File: config.mk
export PLATFORM = sky130hd
export DESIGN_NAME = rmsn_ctrl
export DESIGN_NICKNAME = d
export VERILOG_FILES = /design/src/rtl/core/rmsn_pkg.sv /design/src/rtl/core/rmsn_ctrl.sv
export SDC_FILE = /design/constraint.sdc
export NUM_CORES = 1
export LEC_CHECK = 0
export BUFFER_PORTS_ARGS = -buffer_cell sky130_fd_sc_hd__buf_2
export CELL_PAD_IN_SITES_DETAIL_PLACEMENT = 1
export CELL_PAD_IN_SITES_GLOBAL_PLACEMENT = 1
export CORE_MARGIN = 2
export CORE_UTILIZATION = 27
export DETAILED_ROUTE_END_ITERATION = 10
export GPL_TIMING_DRIVEN = 0
export HOLD_SLACK_MARGIN = 0.12
export PLACE_DENSITY = 0.68
export SYNTH_ARGS = -nofsm -noshare
export SYNTH_HDL_FRONTEND = slang
export SYNTH_SLANG_ARGS = --single-unit
File: constraint.sdc
create_clock -name i_clk -period 1.1 [get_ports i_clk]
set_input_delay 0.22 -clock i_clk [delete_from_list [all_inputs] [get_ports i_clk]]
set_output_delay 0.22 -clock i_clk [all_outputs]
set_load 0.01 [all_outputs]
File: src/rtl/core/rmsn_pkg.sv
// Shared constants, command and status types for the RMS normalization unit.
package rmsn_pkg;

    localparam int MAX_LEN    = 4096;
    localparam int LEN_W      = $clog2(MAX_LEN + 1);
    localparam int ADDR_W     = $clog2(MAX_LEN);
    localparam int DATA_W     = 16;
    localparam int SUM_W      = 48;
    localparam int EPS_W      = 16;
    localparam int INV_W      = 32;
    localparam int DIV_W      = 57;
    localparam int DVS_W      = 49;
    localparam int DIV_STEPS  = 57;
    localparam int DIV_CNT_W  = 6;
    localparam int SQRT_STEPS = 29;
    localparam int SQRT_CNT_W = 5;
    localparam int PROD_W     = 63;

    localparam logic [LEN_W-1:0] VLEN_RESET = LEN_W'(4096);
    localparam logic [EPS_W-1:0] EPS_RESET  = EPS_W'(17);

    localparam int CFG_IDX_W  = 1;
    localparam int CFG_DATA_W = 16;
    localparam logic [CFG_IDX_W-1:0] CFG_VECTOR_LENGTH = 1'b0;
    localparam logic [CFG_IDX_W-1:0] CFG_EPSILON       = 1'b1;

    localparam logic CMD_ACCUMULATE = 1'b0;
    localparam logic CMD_SCALE      = 1'b1;

    typedef enum logic [3:0] {
        OP_NONE,
        OP_ACC,
        OP_MEAN_START,
        OP_DIV_STEP,
        OP_INV_START,
        OP_SQRT_START,
        OP_SQRT_STEP,
        OP_SQRT_END,
        OP_READ,
        OP_MUL_GX,
        OP_MUL_INV,
        OP_OUT
    } t_dp_op;

    typedef enum logic [3:0] {
        ST_IDLE,
        ST_MEAN_START,
        ST_DIV_MEAN,
        ST_INV_START,
        ST_DIV_INV,
        ST_SQRT_START,
        ST_SQRT,
        ST_SQRT_END,
        ST_GX,
        ST_MAG,
        ST_OUT
    } t_ctrl_state;

    typedef struct packed {
        t_dp_op op;
    } t_dp_cmd;

    typedef struct packed {
        logic scaling;
        logic acc_done;
        logic div_last;
        logic m_zero;
        logic sqrt_last;
        logic out_free;
    } t_dp_status;

endpackage

File: src/rtl/core/rmsn_ctrl.sv
// Controller state machine that sequences loading, the inverse root and scaling.
module rmsn_ctrl
    import rmsn_pkg::*;
(
    input  logic       i_clk,
    input  logic       i_rst_n,
    input  logic       i_valid,
    input  logic       i_command,
    input  t_dp_status i_status,
    output logic       o_ready,
    output t_dp_cmd    o_cmd
);
    t_ctrl_state r_state;
    t_ctrl_state n_state;

    always_ff @(posedge i_clk) begin
        if (!i_rst_n) begin
            r_state <= ST_IDLE;
        end else begin
            r_state <= n_state;
        end
    end

    always_comb begin
        n_state = r_state;
        case (r_state)
            ST_IDLE: begin
                if (i_valid) begin
                    if (i_command == CMD_ACCUMULATE) begin
                        if (i_status.acc_done) begin
                            n_state = ST_MEAN_START;
                        end
                    end else if (i_status.scaling) begin
                        n_state = ST_GX;
                    end
                end
            end
            ST_MEAN_START: n_state = ST_DIV_MEAN;
            ST_DIV_MEAN: begin
                if (i_status.div_last) begin
                    n_state = ST_INV_START;
                end
            end
            ST_INV_START: begin
                n_state = i_status.m_zero ? ST_IDLE : ST_DIV_INV;
            end
            ST_DIV_INV: begin
                if (i_status.div_last) begin
                    n_state = ST_SQRT_START;
                end
            end
            ST_SQRT_START: n_state = ST_SQRT;
            ST_SQRT: begin
                if (i_status.sqrt_last) begin
                    n_state = ST_SQRT_END;
                end
            end
            ST_SQRT_END: n_state = ST_IDLE;
            ST_GX:       n_state = ST_MAG;
            ST_MAG:      n_state = ST_OUT;
            ST_OUT: begin
                if (i_status.out_free) begin
                    n_state = ST_IDLE;
                end
            end
            default: n_state = ST_IDLE;
        endcase
    end

    always_comb begin
        o_ready  = 1'b0;
        o_cmd.op = OP_NONE;
        case (r_state)
            ST_IDLE: begin
                o_ready = 1'b1;
                if (i_valid) begin
                    if (i_command == CMD_ACCUMULATE) begin
                        o_cmd.op = OP_ACC;
                    end else if (i_status.scaling) begin
                        o_cmd.op = OP_READ;
                    end
                end
            end
            ST_MEAN_START: o_cmd.op = OP_MEAN_START;
            ST_DIV_MEAN:   o_cmd.op = OP_DIV_STEP;
            ST_INV_START:  o_cmd.op = OP_INV_START;
            ST_DIV_INV:    o_cmd.op = OP_DIV_STEP;
            ST_SQRT_START: o_cmd.op = OP_SQRT_START;
            ST_SQRT:       o_cmd.op = OP_SQRT_STEP;
            ST_SQRT_END:   o_cmd.op = OP_SQRT_END;
            ST_GX:         o_cmd.op = OP_MUL_GX;
            ST_MAG:        o_cmd.op = OP_MUL_INV;
            ST_OUT: begin
                if (i_status.out_free) begin
                    o_cmd.op = OP_OUT;
                end
            end
            default: o_cmd.op = OP_NONE;
        endcase
    end
endmodule

---- Word-level counts from Yosys, hierarchy flattened ----
Index checks and enable logic that the tools add are counted.
storage, ports and cells
  register bits after elaboration ......... 4
  input bits .............................. 10
  output and inout bits ................... 5
  word-level logic and storage cells ...... 37
cells by class
  equality and inequality tests ........... 17
  multiplexer cells ....................... 16
  reductions and logical operators ........ 3
operators by type and width
  operator                                                         number
  4-bit one-hot mux with 10 select lines                           2
  4-bit two-way mux                                                12
  4-bit by 3-bit == test with 1-bit output, second input constant  4
  4-bit == test, second input constant                             3
  2-bit inequality test, second input constant                     5
  4-bit by 2-bit == test with 1-bit output, second input constant  2
  7-bit AND reduction                                              1
  3-bit inequality test, second input constant                     2
  4-bit by 1-bit == test with 1-bit output, second input constant  1
  4-bit logical NOT                                                1
  3-bit two-way mux                                                1
  2-bit OR reduction                                               1
  1-bit two-way mux                                                1

---- Depth between registers and ports, before layout ----
  depth after elaboration ................. 4
  mapped depth ............................ 5
  gate-level depth less buffers ........... 4

---- Worst setup path before layout ----
OpenSTA, ideal clock, no wires.
  path kind ............................... flip-flop to output port
  from .................................... register r_state[1]
  to ...................................... output o_cmd[3] (netlist bit)
  data arrival time ....................... 1,102 ps
  data required time ...................... 880 ps
  slack ................................... -222 ps
  cell stages (with the launch flop) ...... 4
  path buffers ............................ 0
  path through ............................ dfxtp_1 > nor4_4 > nand2_1 > o21ai_0
RTL lines
  element                 RTL line         source
  from (decl)             rmsn_ctrl.sv:13  t_ctrl_state r_state;
  from (signal assigned)  rmsn_ctrl.sv:20  r_state <= n_state;
  to (decl)               rmsn_ctrl.sv:11  output t_dp_cmd o_cmd

==> results.py <==
metrics = {
    "timing": {
        "fin_skew_ns": 0.000191,
        "setup_viol": 8,
        "tightestPinTransition_ns": 0.282,
        "relSlewSlack_pct": 81.0,
        "fmax_mhz": 670,
        "slew_violations": 0,
        "final_period_minus_worst_setup_slack_ns": 1.49,
        "final-hold-violation-count": 0,
        "postLayoutSetupSlackWorst_ns": -0.394,
        "rsz0062_at_grt": "yes",
        "layout_worst_path_cycle_share_pct": 136,
    },
    "power_and_ir_drop": {
        "total_power_w": 0.000905,
        "max-vdd-ir-drop_mv": 0.946,
        "power-per-cell-area_nw_per_um2": 1300,
        "power.leakage_nw": 0.348,
    },
    "synthesis": {
        "synthCells": 57,
        "synth_adder_area_share_pct": 0,
        "synth_top_family_by_area": "simple AND/OR/NAND/NOR gates",
        "synth_compound_area_share_pct": 28.7,
        "yosys.area.top_type": "sky130_fd_sc_hd__dfxtp_1",
        "yosys.area_share.xor_xnor_pct": 2.26,
        "synth_top_cells_by_area": "sky130_fd_sc_hd__dfxtp_1 (21%), sky130_fd_sc_hd__o21ai_0 (10%), sky130_fd_sc_hd__nand2_1 (7.7%)",
        "mean_instance_size_in_the_synthesized_netlist_um2": 6.80,
        "synthMuxAreaShare_pct": 0,
        "yosys_register_bits": 4,
        "synth.lib_cells_used.distinct": 23,
        "mappedNetlistNets": 67,
        "yosysWarningCount": 0,
        "synth_largest_type_area_fraction_pct": 20.6,
        "ys_seq_area_share_pct": 20.6,
        "yosys.area_share.simple_pct": 40.6,
        "netlist_area_um2": 388,
    },
    "critical_path": {
        "crit_type": "flip-flop to primary output",
        "critPathCaptureType": "primary output",
        "worstSetupStartpointType": "flip-flop",
        "worstPathMaxFanout": 5,
        "required_ns": 0.88,
        "arrival_ns": 1.27,
    },
    "grt": {
        "pin_count_of_the_biggest_net_entering_global_routing": 11,
        "grt_first_pass_wirelength_mm": 2.04,
        "groute.usage.overall_pct": 15.3,
        "antenna_found_initial": 0,
        "grt_overflow": 0,
        "grt_pass1_vias": 471,
    },
    "cells_and_area": {
        "syn_to_final_growth_pct": 80.0,
        "mostFrequentLayoutCells": "sky130_fd_sc_hd__buf_2 (13), sky130_fd_sc_hd__buf_4 (11), sky130_fd_sc_hd__nand2_1 (7)",
        "commonest_non_fill_non_tap_cell_in_the_layout": "sky130_fd_sc_hd__buf_2",
        "largest_reg_flops": 4,
        "n_fill_cell": 163,
        "finish.net_count": 99,
        "layout-drive-gt1-share_pct": 57.5,
        "regMostFlops": "r_state",
        "reg_top3": "r_state: 4 flops",
        "antenna-diode-count": 0,
    },
    "drt": {
        "totalWireLength_mm": 1.39,
        "dr_total_vias": 526,
        "drt-pass1-iter-count": 4,
        "detail-route-antenna-nets": 0,
        "wl_per_cell_um": 13.6,
        "viasPerCell": 5.16,
        "first_iteration_detailed_routing_drc_count": 5,
        "drc": 0,
    },
    "run_status": {
        "violations": "setup timing",
        "run_status": "finished, violations left",
    },
    "die": {
        "die_width_um": 41.9,
        "die_h_um": 41.9,
        "placement_rows": 13,
        "initial_utilization_pct": 29.4,
        "pin_count": 15,
        "die_area_um2": 1760,
        "placeableCoreArea_um2": 1320,
    },
    "clocking": {
        "cts_hold_buffers": 0,
        "tritoncts": "done",
        "cts_max_path_bufs": 2,
        "insertion_delay_ns": 0.23,
        "cts_made_buffers": 3,
        "clk_pin_slew_worst_paths_ns": 0.04,
        "ctsHtreeMaxLevel": 1,
        "clock_sink_total": 4,
        "cts.root.buffer_cell": "sky130_fd_sc_hd__clkbuf_4",
    },
    "place": {
        "placement.io_buffers": 14,
        "place.gp.congestion": 0.735,
        "place_hpwl_um": 805,
        "detailedPlace.worstSlack_ns": -0.275,
    },
    "run": {
        "cap_viol_max_count": 0,
    },
    "worst_hold_path": {
        "worstHoldPathType": "primary input to flip-flop",
    },
}
-- cells by family (layout without fill, tap and decap cells) --
logic type,count (synthesis),count (layout)
AND/OR/NAND/NOR,27,27
AO/OA/AOI/OAI,19,19
buffers and inverters,6,36
flip-flops,4,4
XOR/XNOR,1,1
-- cell type report --
cell class | instances | area (µm²) | share of cell area, %
Multi-Input combinational cell | 47 | 314 | 45.0
Inverter | 2 | 7.51 | 1.08
Sequential cell | 4 | 92.6 | 13.3
Buffer | 4 | 52.6 | 7.53
Clock buffer | 3 | 22.5 | 3.23
Tap cell | 15 | 18.8 | 2.69
Timing Repair Buffer | 27 | 190 | 27.2
-- critical path, cell delays in order (launching register included) --
cell	delay, ns
sky130_fd_sc_hd__dfxtp_4	0.36
sky130_fd_sc_hd__nor2b_2	0.16
sky130_fd_sc_hd__o21ai_0	0.16
sky130_fd_sc_hd__o211ai_1	0.14
sky130_fd_sc_hd__o21ai_2	0.07
sky130_fd_sc_hd__buf_2	0.14
-- Yosys cell counts (all sizes together) --
master and n:
o21ai 9, nand2 8, nor2 6, a21oi 5, buf 4, dfxtp 4, nor3 4, and3b 2
inv 2, nor2b 2, o211ai 2, a31oi 1, a41o 1, nand2b 1, nand3 1, nand3b 1
nor3b 1, nor4 1, o211a 1, xor2 1
-- worst paths after layout --
| kind | startpoint | to | slack [ns] | cells past startpoint |
|---|---|---|---|---|
| max | r_state[3] | o_cmd[0] | -0.39 | 5 |
| min | i_rst_n | r_state[1] | 0.26 | 3 |
| max reg2reg | r_state[2] | r_state[3] | -0.22 | 5 |
| min reg2reg | r_state[3] | r_state[2] | 0.61 | 2 |
-- stage by stage --
stage	setup TNS (ns)	hold slack, ns	std cells	cell area [µm²]	utilization [%]
4_1_cts	-2.02	0.243	94	606	46.0
3_5_place_dp	-0.970	0.492	86	488	37.0
2_1_floorplan	-0.410	0.339	57	399	-
3_3_place_gp	-0.940	0.492	86	488	37.0
5_1_grt	-2.79	0.259	102	698	53.0
6_report	-2.05	0.261	102	698	53.0
-- metal layers --
| metal | GRT usage, % | wire [µm] | up-vias |
|---|---|---|---|
| li1 | - | - | 263 |
| met3 | 6.96 | 85 | 2 |
| met5 | 0 | 0 | - |
| met1 | 17.4 | 623 | 246 |
| met4 | 1.94 | 14 | 0 |
| met2 | 26.6 | 665 | 15 |
-- repair_timing --
item / CTS / global route
buffers inserted: 5 / 8
gates resized for setup: 15 / 10
pin swaps: 2 / 5
setup endpoints to repair: 9 / 8
-- power by group --
part | leakage [nW] | internal (W) | switching, W
combinational | 0.299 | 0.000286 | 0.000239
clock | 0.0138 | 0.000122 | 0.0000596
sequential | 0.0353 | 0.000167 | 0.0000316
Note: power is estimated with default switching activity, not from simulation.
